File: src/sv/mkla_pkg.sv
// Shared types and constants for the mask keyed layer average block.
// Used by the channel interfaces, the controller, the datapath and the top level.
// Depends on nothing.
package mkla_pkg;

    // Field widths
    localparam int LEVEL_W = 8;
    localparam int LAYER_W = 4;
    localparam int COLOR_W = 8;
    localparam int COUNT_W = 5;
    localparam int USED_W  = 5;

    // Configuration port
    localparam int CFG_W     = 5;
    localparam int CFG_IDX_W = 1;

    typedef enum logic [CFG_IDX_W-1:0] {
        CFG_LAYER_COUNT = 1'b0,
        CFG_START_LAYER = 1'b1
    } t_cfg_idx;

    localparam logic [COUNT_W-1:0] LAYER_COUNT_RESET = 5'd16;
    localparam logic [LAYER_W-1:0] START_LAYER_RESET = 4'd0;

    // Largest value the layer count register can hold.
    localparam int COUNT_MAX = (1 << COUNT_W) - 1;

    // Weight of one stack position against level * count.
    localparam int POS_STEP = 200;
    localparam int PROD_W   = LEVEL_W + COUNT_W;

    // The divider produces one quotient bit per step.
    localparam int DIV_STEPS = COLOR_W;

    // Commands from the controller to the datapath.
    typedef struct packed {
        logic load;
        logic pos;
        logic acc;
        logic div_start;
        logic div_step;
        logic out_load;
    } t_dp_cmd;

    // Status from the datapath to the controller.
    typedef struct packed {
        logic last;
        logic out_free;
    } t_dp_stat;

    // Start layer modulo the layer count, as a short restoring remainder.
    function automatic logic [LAYER_W-1:0] start_mod(
        input logic [LAYER_W-1:0] start,
        input logic [COUNT_W-1:0] cnt
    );
        logic [COUNT_W:0] rem;
        rem = '0;
        for (int i = LAYER_W - 1; i >= 0; i--) begin
            rem = {rem[COUNT_W-1:0], start[i]};
            if (rem >= {1'b0, cnt}) begin
                rem = rem - {1'b0, cnt};
            end
        end
        return rem[LAYER_W-1:0];
    endfunction

endpackage

File: src/sv/mkla_in_if.sv
// Request channel carrying one layer sample of a pixel.
// Depends on mkla_pkg for the field widths.
interface mkla_in_if;
    logic                          valid;
    logic                          ready;
    logic [mkla_pkg::LEVEL_W-1:0]  mask_level;
    logic [mkla_pkg::LAYER_W-1:0]  layer_index;
    logic [mkla_pkg::COLOR_W-1:0]  red;
    logic [mkla_pkg::COLOR_W-1:0]  green;
    logic [mkla_pkg::COLOR_W-1:0]  blue;
    logic                          last_layer;

    modport source (
        output valid, mask_level, layer_index, red, green, blue, last_layer,
        input  ready
    );
    modport sink (
        input  valid, mask_level, layer_index, red, green, blue, last_layer,
        output ready
    );
endinterface

File: src/sv/mkla_out_if.sv
// Result channel carrying the averaged pixel and the number of layers used.
// Depends on mkla_pkg for the field widths.
interface mkla_out_if;
    logic                          valid;
    logic                          ready;
    logic [mkla_pkg::COLOR_W-1:0]  avg_red;
    logic [mkla_pkg::COLOR_W-1:0]  avg_green;
    logic [mkla_pkg::COLOR_W-1:0]  avg_blue;
    logic [mkla_pkg::USED_W-1:0]   used_layers;

    modport source (
        output valid, avg_red, avg_green, avg_blue, used_layers,
        input  ready
    );
    modport sink (
        input  valid, avg_red, avg_green, avg_blue, used_layers,
        output ready
    );
endinterface

File: src/sv/mask_keyed_layer_average.sv
// Top level of the mask keyed layer average: joins the controller and the datapath.
// Depends on mkla_pkg, mkla_in_if, mkla_out_if, mkla_ctrl and mkla_datapath.
//
//   channel   direction  carries
//   i_in      request    mask_level, layer_index, red, green, blue, last_layer
//   o_out     result     avg_red, avg_green, avg_blue, used_layers
//   i_cfg_*   write      layer_count (index 0), start_layer (index 1)
//
// A layer sample is handled in order: capture, stack position, threshold and sum.
// The last sample of a pixel then runs the dividers (one quotient bit per cycle,
// three channels in parallel) and loads the result register once it is free.
// Reset is synchronous and active low; it needs no clearing pass.
// A result waits in its own register, so the next pixel's samples are taken
// while it is unclaimed; only a second finished result stalls behind it.
module mask_keyed_layer_average #(
    parameter int MAX_LAYERS = 16
) (
    input  logic                              i_clk,
    input  logic                              i_rst_n,
    mkla_in_if.sink                           i_in,
    mkla_out_if.source                        o_out,
    input  logic                              i_cfg_we,
    input  logic [mkla_pkg::CFG_IDX_W-1:0]    i_cfg_index,
    input  logic [mkla_pkg::CFG_W-1:0]        i_cfg_data
);

    localparam int USED_LIMIT = (MAX_LAYERS < mkla_pkg::COUNT_MAX) ? MAX_LAYERS
                                                                  : mkla_pkg::COUNT_MAX;

    mkla_pkg::t_dp_cmd  w_cmd;
    mkla_pkg::t_dp_stat w_stat;
    logic               w_in_ready;

    mkla_ctrl u_ctrl (
        .i_clk      (i_clk),
        .i_rst_n    (i_rst_n),
        .i_in_valid (i_in.valid),
        .o_in_ready (w_in_ready),
        .i_stat     (w_stat),
        .o_cmd      (w_cmd)
    );

    mkla_datapath #(
        .MAX_LAYERS (MAX_LAYERS)
    ) u_dp (
        .i_clk         (i_clk),
        .i_rst_n       (i_rst_n),
        .i_cfg_we      (i_cfg_we),
        .i_cfg_index   (i_cfg_index),
        .i_cfg_data    (i_cfg_data),
        .i_cmd         (w_cmd),
        .o_stat        (w_stat),
        .i_mask_level  (i_in.mask_level),
        .i_layer_index (i_in.layer_index),
        .i_red         (i_in.red),
        .i_green       (i_in.green),
        .i_blue        (i_in.blue),
        .i_last_layer  (i_in.last_layer),
        .o_out_valid   (o_out.valid),
        .i_out_ready   (o_out.ready),
        .o_avg_red     (o_out.avg_red),
        .o_avg_green   (o_out.avg_green),
        .o_avg_blue    (o_out.avg_blue),
        .o_used_layers (o_out.used_layers)
    );

    assign i_in.ready = w_in_ready;

    // A new result is only loaded into a free or draining result register.
    a_load_free: assert property (@(posedge i_clk) disable iff (!i_rst_n)
        w_cmd.out_load |-> (!o_out.valid || o_out.ready))
        else $error("result register overwritten while still pending");

    // No request is taken while the dividers are running.
    a_busy_div: assert property (@(posedge i_clk) disable iff (!i_rst_n)
        w_cmd.div_step |-> !i_in.ready)
        else $error("request accepted during division");

    // The tally never exceeds the effective stack depth.
    a_used_bound: assert property (@(posedge i_clk) disable iff (!i_rst_n)
        o_out.valid |-> (int'(o_out.used_layers) <= USED_LIMIT))
        else $error("used layer count above stack depth");

    // A pixel with no counted layer reports zero on every channel.
    a_empty_zero: assert property (@(posedge i_clk) disable iff (!i_rst_n)
        (o_out.valid && (o_out.used_layers == '0)) |->
            ((o_out.avg_red == '0) && (o_out.avg_green == '0) && (o_out.avg_blue == '0)))
        else $error("nonzero average with no layers used");

endmodule

File: src/sv/mkla_ctrl.sv
// Sequencer for the layer average: steps each request through position and
// accumulate, and the last one of a pixel through divide and result load. Depends on mkla_pkg.
module mkla_ctrl (
    input  logic               i_clk,
    input  logic               i_rst_n,
    input  logic               i_in_valid,
    output logic               o_in_ready,
    input  mkla_pkg::t_dp_stat i_stat,
    output mkla_pkg::t_dp_cmd  o_cmd
);

    localparam int STEP_W = $clog2(mkla_pkg::DIV_STEPS);
    localparam logic [STEP_W-1:0] STEP_LAST = STEP_W'(mkla_pkg::DIV_STEPS - 1);

    typedef enum logic [4:0] {
        S_IDLE = 5'b00001,
        S_POS  = 5'b00010,
        S_ACC  = 5'b00100,
        S_DIV  = 5'b01000,
        S_DONE = 5'b10000
    } t_state;

    t_state              r_state, n_state;
    logic [STEP_W-1:0]   r_step, n_step;
    mkla_pkg::t_dp_cmd   cmd;
    logic                in_ready;

    always_comb begin
        n_state  = r_state;
        cmd      = '0;
        in_ready = 1'b0;
        unique case (r_state)
            S_IDLE: begin
                in_ready = 1'b1;
                if (i_in_valid) begin
                    cmd.load = 1'b1;
                    n_state  = S_POS;
                end
            end
            S_POS: begin
                cmd.pos = 1'b1;
                n_state = S_ACC;
            end
            S_ACC: begin
                cmd.acc = 1'b1;
                if (i_stat.last) begin
                    cmd.div_start = 1'b1;
                    n_state       = S_DIV;
                end else begin
                    n_state = S_IDLE;
                end
            end
            S_DIV: begin
                cmd.div_step = 1'b1;
                if (r_step == STEP_LAST) begin
                    n_state = S_DONE;
                end
            end
            S_DONE: begin
                if (i_stat.out_free) begin
                    cmd.out_load = 1'b1;
                    n_state      = S_IDLE;
                end
            end
            default: begin
                n_state = S_IDLE;
            end
        endcase
    end

    always_comb begin
        n_step = r_step;
        if (cmd.div_start) begin
            n_step = '0;
        end else if (cmd.div_step) begin
            n_step = r_step + 1'b1;
        end
    end

    always_ff @(posedge i_clk) begin
        if (!i_rst_n) begin
            r_state <= S_IDLE;
            r_step  <= '0;
        end else begin
            r_state <= n_state;
            r_step  <= n_step;
        end
    end

    assign o_in_ready = in_ready;
    assign o_cmd      = cmd;

endmodule

File: src/sv/mkla_datapath.sv
// Datapath of the layer average: configuration registers, stack position,
// threshold test, channel sums, shared-step dividers and the result register.
// Depends on mkla_pkg; driven by mkla_ctrl through t_dp_cmd.
module mkla_datapath #(
    parameter int MAX_LAYERS = 16
) (
    input  logic                                i_clk,
    input  logic                                i_rst_n,
    input  logic                                i_cfg_we,
    input  logic [mkla_pkg::CFG_IDX_W-1:0]      i_cfg_index,
    input  logic [mkla_pkg::CFG_W-1:0]          i_cfg_data,
    input  mkla_pkg::t_dp_cmd                   i_cmd,
    output mkla_pkg::t_dp_stat                  o_stat,
    input  logic [mkla_pkg::LEVEL_W-1:0]        i_mask_level,
    input  logic [mkla_pkg::LAYER_W-1:0]        i_layer_index,
    input  logic [mkla_pkg::COLOR_W-1:0]        i_red,
    input  logic [mkla_pkg::COLOR_W-1:0]        i_green,
    input  logic [mkla_pkg::COLOR_W-1:0]        i_blue,
    input  logic                                i_last_layer,
    output logic                                o_out_valid,
    input  logic                                i_out_ready,
    output logic [mkla_pkg::COLOR_W-1:0]        o_avg_red,
    output logic [mkla_pkg::COLOR_W-1:0]        o_avg_green,
    output logic [mkla_pkg::COLOR_W-1:0]        o_avg_blue,
    output logic [mkla_pkg::USED_W-1:0]         o_used_layers
);

    localparam int CW    = mkla_pkg::COUNT_W;
    localparam int XW    = mkla_pkg::COLOR_W;
    localparam int TW    = $clog2(MAX_LAYERS + 1);
    localparam int SW    = XW + TW;
    localparam int CMPW  = (TW > CW) ? TW : CW;
    localparam int PW    = mkla_pkg::PROD_W;
    localparam int CLAMP = (MAX_LAYERS < mkla_pkg::COUNT_MAX) ? MAX_LAYERS
                                                             : mkla_pkg::COUNT_MAX;

    // One restoring step: shift the next dividend bit into the remainder.
    function automatic logic [TW+XW-1:0] div_step(
        input logic [TW-1:0] rem,
        input logic [XW-1:0] quo,
        input logic [TW-1:0] den
    );
        logic [TW:0] trial;
        logic        ge;
        logic [TW:0] diff;
        trial = {rem, quo[XW-1]};
        ge    = (trial >= {1'b0, den});
        diff  = trial - {1'b0, den};
        return {ge ? diff[TW-1:0] : trial[TW-1:0], quo[XW-2:0], ge};
    endfunction

    // Configuration
    logic [CW-1:0]                    r_layer_count;
    logic [mkla_pkg::LAYER_W-1:0]     r_start_layer;

    // Captured request
    logic [mkla_pkg::LEVEL_W-1:0]     r_level;
    logic [mkla_pkg::LAYER_W-1:0]     r_layer;
    logic [XW-1:0]                    r_red, r_green, r_blue;
    logic                             r_last;

    // Position stage
    logic [CW-1:0]                    r_pos;
    logic [CW-1:0]                    r_count;
    logic                             r_in_range;

    // Running sums
    logic [SW-1:0]                    r_sum_red, r_sum_green, r_sum_blue;
    logic [TW-1:0]                    r_tally;

    // Dividers
    logic [TW-1:0]                    r_rem_red, r_rem_green, r_rem_blue;
    logic [XW-1:0]                    r_quo_red, r_quo_green, r_quo_blue;
    logic [TW-1:0]                    r_div_tally;

    // Result register
    logic                             r_out_valid;
    logic [XW-1:0]                    r_avg_red, r_avg_green, r_avg_blue;
    logic [mkla_pkg::USED_W-1:0]      r_used;

    logic [CW-1:0]                    eff_count;
    logic [mkla_pkg::LAYER_W-1:0]     shift;
    logic [CW:0]                      pos_sum;
    logic [CW-1:0]                    pos;
    logic                             in_range;
    logic [PW-1:0]                    pos_weight, level_weight;
    logic                             counted;
    logic [SW-1:0]                    n_sum_red, n_sum_green, n_sum_blue;
    logic [TW-1:0]                    n_tally;
    logic [TW+XW-1:0]                 step_red, step_green, step_blue;
    logic                             out_free;

    // Layer count 0 behaves as 1, and counts above the stack depth saturate.
    always_comb begin
        if (r_layer_count == '0) begin
            eff_count = CW'(1);
        end else if (int'(r_layer_count) > CLAMP) begin
            eff_count = CW'(CLAMP);
        end else begin
            eff_count = r_layer_count;
        end
    end

    assign shift   = mkla_pkg::start_mod(r_start_layer, eff_count);
    // The shift lies below the count, and so does an in-range layer, so one subtract wraps it.
    assign pos_sum = (CW+1)'(r_layer) + (CW+1)'(eff_count) - (CW+1)'(shift);
    assign pos     = (pos_sum >= (CW+1)'(eff_count)) ? CW'(pos_sum - (CW+1)'(eff_count))
                                                     : pos_sum[CW-1:0];
    assign in_range = (CW'(r_layer) < eff_count) && (CMPW'(r_tally) < CMPW'(eff_count));

    assign pos_weight   = PW'(r_pos) * PW'(mkla_pkg::POS_STEP);
    assign level_weight = PW'(r_level) * PW'(r_count);
    assign counted      = r_in_range && (pos_weight <= level_weight);

    assign n_sum_red   = r_sum_red   + (counted ? SW'(r_red)   : '0);
    assign n_sum_green = r_sum_green + (counted ? SW'(r_green) : '0);
    assign n_sum_blue  = r_sum_blue  + (counted ? SW'(r_blue)  : '0);
    assign n_tally     = r_tally     + (counted ? TW'(1)       : '0);

    assign step_red   = div_step(r_rem_red,   r_quo_red,   r_div_tally);
    assign step_green = div_step(r_rem_green, r_quo_green, r_div_tally);
    assign step_blue  = div_step(r_rem_blue,  r_quo_blue,  r_div_tally);

    assign out_free = !r_out_valid || i_out_ready;

    always_ff @(posedge i_clk) begin
        if (!i_rst_n) begin
            r_layer_count <= mkla_pkg::LAYER_COUNT_RESET;
            r_start_layer <= mkla_pkg::START_LAYER_RESET;
        end else if (i_cfg_we) begin
            unique case (mkla_pkg::t_cfg_idx'(i_cfg_index))
                mkla_pkg::CFG_LAYER_COUNT: r_layer_count <= i_cfg_data;
                mkla_pkg::CFG_START_LAYER:
                    r_start_layer <= i_cfg_data[mkla_pkg::LAYER_W-1:0];
                default: ;
            endcase
        end
    end

    always_ff @(posedge i_clk) begin
        if (i_cmd.load) begin
            r_level <= i_mask_level;
            r_layer <= i_layer_index;
            r_red   <= i_red;
            r_green <= i_green;
            r_blue  <= i_blue;
            r_last  <= i_last_layer;
        end
        if (i_cmd.pos) begin
            r_pos      <= pos;
            r_count    <= eff_count;
            r_in_range <= in_range;
        end
    end

    // The last sample hands its updated sums to the dividers and clears them.
    always_ff @(posedge i_clk) begin
        if (!i_rst_n) begin
            r_sum_red   <= '0;
            r_sum_green <= '0;
            r_sum_blue  <= '0;
            r_tally     <= '0;
        end else if (i_cmd.acc) begin
            if (i_cmd.div_start) begin
                r_sum_red   <= '0;
                r_sum_green <= '0;
                r_sum_blue  <= '0;
                r_tally     <= '0;
            end else begin
                r_sum_red   <= n_sum_red;
                r_sum_green <= n_sum_green;
                r_sum_blue  <= n_sum_blue;
                r_tally     <= n_tally;
            end
        end
    end

    // Each sum is below 256 times the tally, so its upper bits already form a
    // remainder smaller than the divisor and only eight quotient bits remain.
    always_ff @(posedge i_clk) begin
        if (i_cmd.div_start) begin
            r_rem_red   <= n_sum_red[SW-1:XW];
            r_rem_green <= n_sum_green[SW-1:XW];
            r_rem_blue  <= n_sum_blue[SW-1:XW];
            r_quo_red   <= n_sum_red[XW-1:0];
            r_quo_green <= n_sum_green[XW-1:0];
            r_quo_blue  <= n_sum_blue[XW-1:0];
            r_div_tally <= n_tally;
        end else if (i_cmd.div_step) begin
            {r_rem_red,   r_quo_red}   <= step_red;
            {r_rem_green, r_quo_green} <= step_green;
            {r_rem_blue,  r_quo_blue}  <= step_blue;
        end
    end

    always_ff @(posedge i_clk) begin
        if (!i_rst_n) begin
            r_out_valid <= 1'b0;
        end else if (i_cmd.out_load) begin
            r_out_valid <= 1'b1;
        end else if (i_out_ready) begin
            r_out_valid <= 1'b0;
        end
    end

    // A zero divisor leaves an all-ones quotient, so an empty pixel reads zero.
    always_ff @(posedge i_clk) begin
        if (i_cmd.out_load) begin
            r_avg_red   <= (r_div_tally == '0) ? '0 : r_quo_red;
            r_avg_green <= (r_div_tally == '0) ? '0 : r_quo_green;
            r_avg_blue  <= (r_div_tally == '0) ? '0 : r_quo_blue;
            r_used      <= mkla_pkg::USED_W'(r_div_tally);
        end
    end

    assign o_stat.last     = r_last;
    assign o_stat.out_free = out_free;

    assign o_out_valid   = r_out_valid;
    assign o_avg_red     = r_avg_red;
    assign o_avg_green   = r_avg_green;
    assign o_avg_blue    = r_avg_blue;
    assign o_used_layers = r_used;

endmodule
File: src/flat_wrapper.sv
// flat-port wrapper written by rule: the top's interface ports become plain ports
module mask_keyed_layer_average_flat 
#(
    parameter int MAX_LAYERS = 16
)
  (i_clk, i_rst_n, i_cfg_we, i_cfg_index, i_cfg_data, i_in_valid, i_in_mask_level, i_in_layer_index, i_in_red, i_in_green, i_in_blue, i_in_last_layer, i_in_ready, o_out_valid, o_out_avg_red, o_out_avg_green, o_out_avg_blue, o_out_used_layers, o_out_ready);
  mkla_in_if i_in_i ();
  mkla_out_if o_out_i ();
  input  logic i_clk;
  input  logic i_rst_n;
  input  logic i_cfg_we;
  input  logic [mkla_pkg::CFG_IDX_W-1:0] i_cfg_index;
  input  logic [mkla_pkg::CFG_W-1:0] i_cfg_data;
  input wire logic [$bits(i_in_i.valid)-1:0] i_in_valid;
  input wire logic [$bits(i_in_i.mask_level)-1:0] i_in_mask_level;
  input wire logic [$bits(i_in_i.layer_index)-1:0] i_in_layer_index;
  input wire logic [$bits(i_in_i.red)-1:0] i_in_red;
  input wire logic [$bits(i_in_i.green)-1:0] i_in_green;
  input wire logic [$bits(i_in_i.blue)-1:0] i_in_blue;
  input wire logic [$bits(i_in_i.last_layer)-1:0] i_in_last_layer;
  output wire logic [$bits(i_in_i.ready)-1:0] i_in_ready;
  output wire logic [$bits(o_out_i.valid)-1:0] o_out_valid;
  output wire logic [$bits(o_out_i.avg_red)-1:0] o_out_avg_red;
  output wire logic [$bits(o_out_i.avg_green)-1:0] o_out_avg_green;
  output wire logic [$bits(o_out_i.avg_blue)-1:0] o_out_avg_blue;
  output wire logic [$bits(o_out_i.used_layers)-1:0] o_out_used_layers;
  input wire logic [$bits(o_out_i.ready)-1:0] o_out_ready;
  assign i_in_i.valid = i_in_valid;
  assign i_in_i.mask_level = i_in_mask_level;
  assign i_in_i.layer_index = i_in_layer_index;
  assign i_in_i.red = i_in_red;
  assign i_in_i.green = i_in_green;
  assign i_in_i.blue = i_in_blue;
  assign i_in_i.last_layer = i_in_last_layer;
  assign i_in_ready = i_in_i.ready;
  assign o_out_valid = o_out_i.valid;
  assign o_out_avg_red = o_out_i.avg_red;
  assign o_out_avg_green = o_out_i.avg_green;
  assign o_out_avg_blue = o_out_i.avg_blue;
  assign o_out_used_layers = o_out_i.used_layers;
  assign o_out_i.ready = o_out_ready;
  mask_keyed_layer_average #(.MAX_LAYERS(MAX_LAYERS)) u_core (.i_clk(i_clk), .i_rst_n(i_rst_n), .i_in(i_in_i), .o_out(o_out_i), .i_cfg_we(i_cfg_we), .i_cfg_index(i_cfg_index), .i_cfg_data(i_cfg_data));
endmodule
File: config.mk
export PLATFORM = sky130hd
export DESIGN_NAME = mask_keyed_layer_average_flat
export DESIGN_NICKNAME = d
export VERILOG_FILES = /design/src/sv/mkla_pkg.sv /design/src/sv/mkla_in_if.sv /design/src/sv/mkla_out_if.sv /design/src/sv/mask_keyed_layer_average.sv /design/src/sv/mkla_ctrl.sv /design/src/sv/mkla_datapath.sv /design/src/flat_wrapper.sv
export SDC_FILE = /design/constraint.sdc
export NUM_CORES = 1
export LEC_CHECK = 0
export BUFFER_PORTS_ARGS = -buffer_cell sky130_fd_sc_hd__buf_2
export CORE_UTILIZATION = 62
export CTS_CLUSTER_SIZE = 24
export DETAILED_ROUTE_END_ITERATION = 6
export HOLD_SLACK_MARGIN = 0.08
export PLACE_DENSITY = 0.82
export SKIP_CTS_REPAIR_TIMING = 1
export SLEW_MARGIN = 40
export SYNTH_ARGS = -nofsm -noshare
export SYNTH_HDL_FRONTEND = slang
export SYNTH_SLANG_ARGS = --single-unit
File: constraint.sdc
create_clock -name i_clk -period 18.7 [get_ports i_clk]
set_clock_uncertainty 0.2 [all_clocks]
set_input_delay 0.935 -clock i_clk [delete_from_list [all_inputs] [get_ports i_clk]]
set_output_delay 0.935 -clock i_clk [all_outputs]
set_load 0.02 [all_outputs]
* Yosys cells after proc, flatten, opt, wreduce, memory -nomap -nowiden
Index checks and enable logic that the tools add are counted.
Storage, ports and cells: register bits after elaboration 183, bits in latches 0, RAM bits 0, ROM bits 0, input port bits 48, output and inout bits 31, logic and storage cells 127, memories kept 0
Cells by class: add/subtract/negate cells 15, multipliers 2, div/mod/pow operators 0, order comparisons 12, equality and inequality tests 9, shifts and indexed selects 0, mux-type cells 46, bitwise logic cells 2, reductions and logical operators 12
Operators by type and width (number):
- 2-to-1 mux 5 bit | 19
- 2-to-1 mux 8 bit | 9
- greater-or-equal comparator 6 x 5 -> 1 bit | 7
- adder 13 x 8 -> 13 bit | 3
- 2-to-1 mux 13 bit | 3
- subtractor 5 bit | 6
- case mux 5 bit (5 select lines) | 1
- <= comparator 13 bit | 1
- multiplier 8 x 5 -> 13 bit | 1
- 2-to-1 mux 1 bit | 11
- zero test 5 bit | 2
- multiplier 5 x 5 -> 10 bit (second input constant) | 1
- 2-to-1 mux 4 bit | 2
- adder 4 x 5 -> 6 bit | 1
- inequality test 2 bit (second input constant) | 3
- subtractor 6 x 4 -> 6 bit | 1
- adder 5 x 1 -> 5 bit | 1
- equality test 5 x 1 -> 1 bit (second input constant) | 1
- equality test 5 x 2 -> 1 bit (second input constant) | 1
- equality test 5 x 3 -> 1 bit (second input constant) | 1
- equality test 5 x 4 -> 1 bit (second input constant) | 1
- equality test 5 bit (second input constant) | 1
- greater-or-equal comparator 1 x 5 -> 1 bit | 1
- greater-than comparator 5 bit (second input constant) | 1
- 15 further kinds | 19

* Longest topological paths before layout
depth after elaboration 14, mapped depth 42, depth with buffers taken out 42

* Cells and area by module
From an unflattened synthesis, not the netlist that was laid out.
Second synthesis, totals: cells, all modules 1160, area total of the unflattened synthesis 12017.8 µm²
Modules (own cells, without submodules):
- mkla_datapath | instances 1, cells each 1112, area each 11589.9 µm², seq. area each 4714.5 µm²
- mkla_ctrl | instances 1, cells each 48, area each 427.9 µm², seq. area each 160.2 µm²

* Worst setup path after synthesis
OpenSTA, ideal clock, no wires.
path kind flip-flop to flip-flop, start point register u_core.u_dp.r_layer_count[4], end point register u_core.u_dp.r_pos[3], data pin, setup time 0.260 ns, data arrival time 8.125 ns, data required time 18.240 ns, setup slack 10.115 ns, cell stages (with the launch flop) 37, path buffers 0, period minus slack after synthesis 8.585 ns, cell sequence dfxtp_1 inv_1 o21ai_1 inv_1 ha_1 nand2b_1 and3_2 ha_1 and4_1 nand2_1 o21a_1 a21boi_0 nor2_1 ha_1 nor2b_1 o21ai_0 a31oi_1 a311oi_4 mux2_2 inv_1 ha_1 nand2_1 nand2_1 a21oi_1 a311oi_2 a211oi_2 mux2i_1 fa_1 fa_1 inv_1 fa_1 a21o_1 a21oi_1 nand2_1 a21oi_1 nand2_1 mux2_2
On the way: longest elaborated chain between the ends 14, elaborated cells on any way between the ends 21, classes of those cells add/sub (7); order compare (6); mux (7); reduce/logical (1)
Ends and longest elaborated chain:
- start: declaration | RTL line mkla_datapath.sv:53 | logic [CW-1:0] r_layer_count;
- start signal: assignment | RTL line mkla_datapath.sv:128 | r_layer_count <= mkla_pkg::LAYER_COUNT_RESET;
- start signal: assignment | RTL line mkla_datapath.sv:132 | mkla_pkg::CFG_LAYER_COUNT: r_layer_count <= i_cfg_data;
- greater-than comparator 5 bit | RTL line mkla_datapath.sv:97 | end else if (int'(r_layer_count) > CLAMP) begin
- 2-to-1 mux 5 bit | RTL line mkla_datapath.sv:97
- 2-to-1 mux 5 bit * | RTL line mkla_datapath.sv:95 | if (r_layer_count == '0) begin
- via u_core.u_dp.eff_count[0] | RTL line mkla_datapath.sv:81 | logic [CW-1:0] eff_count;
- subtractor 1 x 5 -> 5 bit or greater-or-equal comparator 1 x 5 -> 1 bit (tied branches) | RTL line mkla_pkg.sv:61, mkla_pkg.sv:60
- 2-to-1 mux 5 bit | RTL line mkla_pkg.sv:60 | if (rem >= {1'b0, cnt}) begin
- subtractor 5 bit or greater-or-equal comparator 6 x 5 -> 1 bit (tied branches) | RTL line mkla_pkg.sv:61, mkla_pkg.sv:60
- 2-to-1 mux 5 bit | RTL line mkla_pkg.sv:60
- subtractor 5 bit or greater-or-equal comparator 6 x 5 -> 1 bit (tied branches) | RTL line mkla_pkg.sv:61, mkla_pkg.sv:60
- 2-to-1 mux 5 bit | RTL line mkla_pkg.sv:60
- greater-or-equal comparator 6 x 5 -> 1 bit or subtractor 4 bit (tied branches) | RTL line mkla_pkg.sv:60, mkla_pkg.sv:61
- 2-to-1 mux 4 bit | RTL line mkla_pkg.sv:60
- subtractor 6 x 4 -> 6 bit | RTL line mkla_datapath.sv:106 | assign pos_sum = (CW+1)'(r_layer) + (CW+1)'(eff_count) - (CW+1)'(shift);
- subtractor 5 bit or greater-or-equal comparator 6 x 5 -> 1 bit (tied branches) | RTL line mkla_datapath.sv:107 | assign pos = (pos_sum >= (CW+1)'(eff_count)) ? CW'(pos_sum - (CW+1)'(eff_count))
- 2-to-1 mux 5 bit * | RTL line mkla_datapath.sv:107
- via u_core.u_dp.pos[3] | RTL line mkla_datapath.sv:84 | logic [CW-1:0] pos;
- end signal: assignment | RTL line mkla_datapath.sv:150 | r_pos <= pos;
- end: declaration | RTL line mkla_datapath.sv:63 | logic [CW-1:0] r_pos;
The timed path passes the listed nets; every way through them passes the cells marked *. A chain may end at the register's enable or synchronous reset.

* Worst setup path after layout
Same ends and word-level chain as after synthesis.

==> impl_results.rst <==
.. list-table::
   :header-rows: 1

   * - Metric
     - Value
   * - Clk root buf
     - sky130_fd_sc_hd__clkbuf_16
   * - Flip-flop cell with the highest count after synthesis
     - sky130_fd_sc_hd__edfxtp_1
   * - Overall power after layout
     - 1.65 mW
   * - Total Nets Final
     - ~1500
   * - GRT Util Overall
     - between 20% and 30%
   * - Final routed DRC violation total
     - 0
   * - Synthesized area
     - approximately 12000 sq um
   * - Congestion Overflow GR
     - 0
   * - Detail Route Antenna Nets
     - 0
   * - Via count of the first global-routing pass
     - between 8000 and 9000
   * - Clock insertion delay at the later pin of the skew report
     - around 0.43 ns
   * - Static leakage
     - ~5.7 nW
   * - I/O Pins
     - a little under 80
   * - Count of buffers inserted at the top-level ports
     - 78
   * - Fill cell count
     - about 1400
   * - Fin. Hold Viols
     - 0
   * - Period Utilization, post-route
     - approximately half
   * - Summed area of non-filler cells in the final layout
     - 13000 sq um
   * - Number of standard cells in the layout, taps in and fillers out
     - around 1500
   * - Share of layout cells above drive strength 1
     - 10.1%
   * - Effective utilization at floorplan
     - about 63%
   * - Most frequent CP cell
     - sky130_fd_sc_hd__nand2_1
   * - Cell variety after synth
     - 57
   * - Clock sink count
     - roughly 180
   * - Detailed placer's ending HPWL
     - about 18 mm
   * - Worst IR drop on VDD
     - ~93 uV
   * - Clock period minus final worst setup slack
     - 9.60 ns
   * - Critical register-to-register path startpoint
     - u_core.u_dp.r_layer_count[4]
   * - Worst Path Required
     - between 15 and 20 ns
   * - Clock tree from TritonCTS
     - done
   * - Final setup violation count
     - 0
   * - Leading post-synthesis cells by instance count
     - sky130_fd_sc_hd__ha_1 (123), sky130_fd_sc_hd__edfxtp_1 (121), sky130_fd_sc_hd__nand2_1 (104)
   * - Kind of start point of the critical path
     - flop
   * - Arrival time of data at the critical path endpoint
     - around 9.6 ns
   * - Post-synth ARST share
     - 0%
   * - Detailed-routing iteration count for the pre-antenna-repair pass
     - 7
   * - Placed instance count
     - ~1500
   * - DRT iter0 DRCs
     - a little over 600
   * - Max transition margin
     - between 40 and 50%
   * - Global-route wire length before repair
     - approximately 40 mm
   * - Setup crit end kind
     - flop
   * - Number of violations of the max-capacitance limit
     - 0
   * - Count of flip-flops with a built-in enable after synthesis
     - between 100 and 150
   * - Worst Setup Path Type
     - flop to flop
   * - Least-Margin Pin Slew
     - 0.842 ns
   * - Worst hold-check path type
     - flop to flop
   * - Worst stage delay on the critical path
     - 0.57 ns
   * - RSZ-0062 raised after global routing
     - no
   * - Die extent in x
     - roughly 140 microns
   * - Pin count of the biggest net entering global routing
     - between 60 and 70
   * - Worst-path maximum fanout
     - 9
   * - Die H
     - between 100 and 150 microns
   * - CTS HTree Levels
     - 4
   * - Synthesized net count
     - 1379
   * - Register bit count reported by yosys
     - ~180
   * - Top cell type by total area after synthesis
     - sky130_fd_sc_hd__edfxtp_1
   * - Number of antenna violations at the first check in global routing
     - 0
   * - Avg Cell Area, Syn
     - between 10 and 15 sq um
   * - Upper clock frequency limit
     - 0.104 GHz
   * - Leading cell types by total area after synthesis
     - sky130_fd_sc_hd__edfxtp_1 (31%), sky130_fd_sc_hd__ha_1 (13%), sky130_fd_sc_hd__dfxtp_1 (10%), sky130_fd_sc_hd__fa_1 (5.6%), sky130_fd_sc_hd__a21oi_1 (3.4%)
   * - Area growth from synthesis to final layout
     - 10.2%
   * - Ratio of routed vias to standard cells
     - just under 6
   * - Number of pins with negative max-slew slack in the final report
     - 0
   * - Top cell type's share of synthesized area
     - 30.7%
   * - Cell Area, Placed
     - between 10000 and 15000 sq um
   * - Cell with the biggest individual delay on the critical path
     - sky130_fd_sc_hd__fa_1
   * - Setup crit end
     - u_core.u_dp.r_pos[3]
   * - Maximum number of buffers from clock root to sink
     - 2
   * - Overall routed net length
     - about 24 mm
   * - Launch point of the critical path
     - u_core.u_dp.r_layer_count[4]
   * - Portion of the post-synthesis area used by sequential elements
     - approximately 40%
   * - Count leader, synth
     - sky130_fd_sc_hd__ha_1
   * - Number of warning messages in the yosys log
     - 0
   * - Reg2reg setup slack
     - ~9 ns
   * - Power density over the cells
     - between 100 and 150 nW/um^2
   * - Number of buffers inserted during clock tree synthesis
     - 17
   * - Antenna diodes
     - 0
   * - FF-to-FF path depth
     - 36
   * - DIE AREA
     - 19600 sq um
   * - Clock transition at the registers of the reported paths
     - roughly 0.07 ns
   * - Status
     - complete, no violations
   * - Critical R2R Capture
     - u_core.u_dp.r_pos[3]
   * - Routability-driven placement congestion ratio
     - between 0.8 and 0.9
   * - Std cell rows
     - 50
   * - Number of cells produced by synthesis
     - between 1000 and 1500
   * - Detailed-route wire length per cell
     - around 16 microns
   * - Area of the core
     - between 15000 and 20000 sq um
   * - Setup total negative slack
     - 0 ns
   * - Routed vias
     - ~8600
-- critical path: cells and delay by family, from the launching register on --
family	cells	cell delay, ns
and+or+nand+nor	10	1.38
DFF	1	0.49
muxes	3	1.03
AOI/OAI and AO/OA	12	3.02
adders and majority gates	7	2.74
buffers and inverters	4	0.51
-- power breakdown --
| group | total [mW] | switching [mW] | leakage (nW) | internal [mW] |
|---|---|---|---|---|
| Clock | 0.351 | 0.148 | 0.277 | 0.203 |
| Sequential | 0.510 | 0.0231 | 1.60 | 0.487 |
| Combinational | 0.792 | 0.450 | 3.78 | 0.341 |
-- cells in the final DEF (no fill, tap or decap), types with 7 or more instances in the layout --
master,count
sky130_fd_sc_hd__a211oi_1,8
sky130_fd_sc_hd__a21boi_0,19
sky130_fd_sc_hd__a21o_1,26
sky130_fd_sc_hd__a21oi_1,81
sky130_fd_sc_hd__a22oi_1,14
sky130_fd_sc_hd__a32o_1,7
sky130_fd_sc_hd__and2_1,46
sky130_fd_sc_hd__and3_1,14
sky130_fd_sc_hd__buf_2,77
sky130_fd_sc_hd__buf_4,10
sky130_fd_sc_hd__clkbuf_16,18
sky130_fd_sc_hd__dfxtp_1,62
sky130_fd_sc_hd__edfxtp_1,121
sky130_fd_sc_hd__fa_1,33
sky130_fd_sc_hd__ha_1,123
sky130_fd_sc_hd__inv_1,101
sky130_fd_sc_hd__mux2i_1,14
sky130_fd_sc_hd__nand2_1,104
sky130_fd_sc_hd__nand2b_1,11
sky130_fd_sc_hd__nand3_1,17
sky130_fd_sc_hd__nand3b_1,12
sky130_fd_sc_hd__nand4_1,8
sky130_fd_sc_hd__nor2_1,55
sky130_fd_sc_hd__nor2b_1,62
sky130_fd_sc_hd__nor3_1,12
sky130_fd_sc_hd__o21ai_0,64
sky130_fd_sc_hd__o21bai_1,9
sky130_fd_sc_hd__xnor2_1,46
sky130_fd_sc_hd__xor2_1,19
-- registers in the layout, summed over array words and instances (netlist names), 5 cells and up --
register,flops
u_core.u_dp.r_sum_blue,13
u_core.u_dp.r_sum_green,13
u_core.u_dp.r_sum_red,13
u_core.u_dp.o_avg_blue,8
u_core.u_dp.o_avg_green,8
u_core.u_dp.o_avg_red,8
u_core.u_dp.r_blue,8
u_core.u_dp.r_green,8
u_core.u_dp.r_level,8
u_core.u_dp.r_quo_blue,8
u_core.u_dp.r_quo_green,8
u_core.u_dp.r_quo_red,8
u_core.u_dp.r_red,8
u_core.u_ctrl.r_state,5
u_core.u_dp.o_used_layers,5
u_core.u_dp.r_count,5
u_core.u_dp.r_div_tally,5
u_core.u_dp.r_layer_count,5
u_core.u_dp.r_pos,5
u_core.u_dp.r_rem_blue,5
u_core.u_dp.r_rem_green,5
u_core.u_dp.r_rem_red,5
u_core.u_dp.r_tally,5
-- cell type report --
cell class / count / area [sq um] / share of cell area [%]
Sequential cell: 183 / 4870 / 37.4
Inverter: 102 / 383 / 2.94
Timing Repair Buffer: 87 / 460 / 3.53
Clock inverter: 5 / 61.3 / 0.470
Clock buffer: 27 / 514 / 3.95
Tap cell: 234 / 293 / 2.25
Multi-Input combinational cell: 856 / 6450 / 49.5
-- routing by layer --
layer | GRT usage (%) | wire length [microns]
met5 | 0 | 0
met4 | 7.29 | 344
met3 | 4.34 | 1400
met2 | 39.3 | 10800
met1 | 37.5 | 11700
-- per-stage QoR --
step	util [%]	setup slack (ns)	hold WS [ns]
3_3_place_gp	66.6	9.52	0.259
2_1_floorplan	-	10.11	0.241
3_5_place_dp	66.6	9.19	0.262
4_1_cts	69.7	9.15	0.271
5_1_grt	69.7	8.41	0.296
6_report	69.7	9.10	0.272
-- worst min path at each step --
stage | slack (ns) | from | cells after the start | end
after detailed placement | 0.26 | u_core.u_dp.r_sum_red[0] | 2 | u_core.u_dp.r_sum_red[0]
after global placement | 0.26 | u_core.u_dp.r_start_layer[3] | 2 | u_core.u_dp.r_start_layer[3]
after global routing | 0.30 | u_core.u_dp.r_sum_green[0] | 2 | u_core.u_dp.r_sum_green[0]
after floorplan | 0.24 | u_core.u_dp.r_div_tally[2] | 0 | u_core.u_dp.o_used_layers[2]
after CTS | 0.27 | u_core.u_dp.r_sum_red[0] | 2 | u_core.u_dp.r_sum_red[0]
final | 0.27 | u_core.u_dp.r_sum_blue[0] | 2 | u_core.u_dp.r_sum_blue[0]
-- kinds of logic after synthesis --
| family | count (synthesis) | share of synthesized area, % |
|---|---|---|
| simple gates | 361 | 15.9 |
| compound gates | 258 | 13.8 |
| flops | 183 | 41.2 |
| fa+ha+maj | 156 | 18.6 |
| buf+inv | 136 | 4.31 |
| xor+xnor | 65 | 4.81 |
| mux | 16 | 1.37 |
No activity file was read; power rests on OpenSTA's default activity.
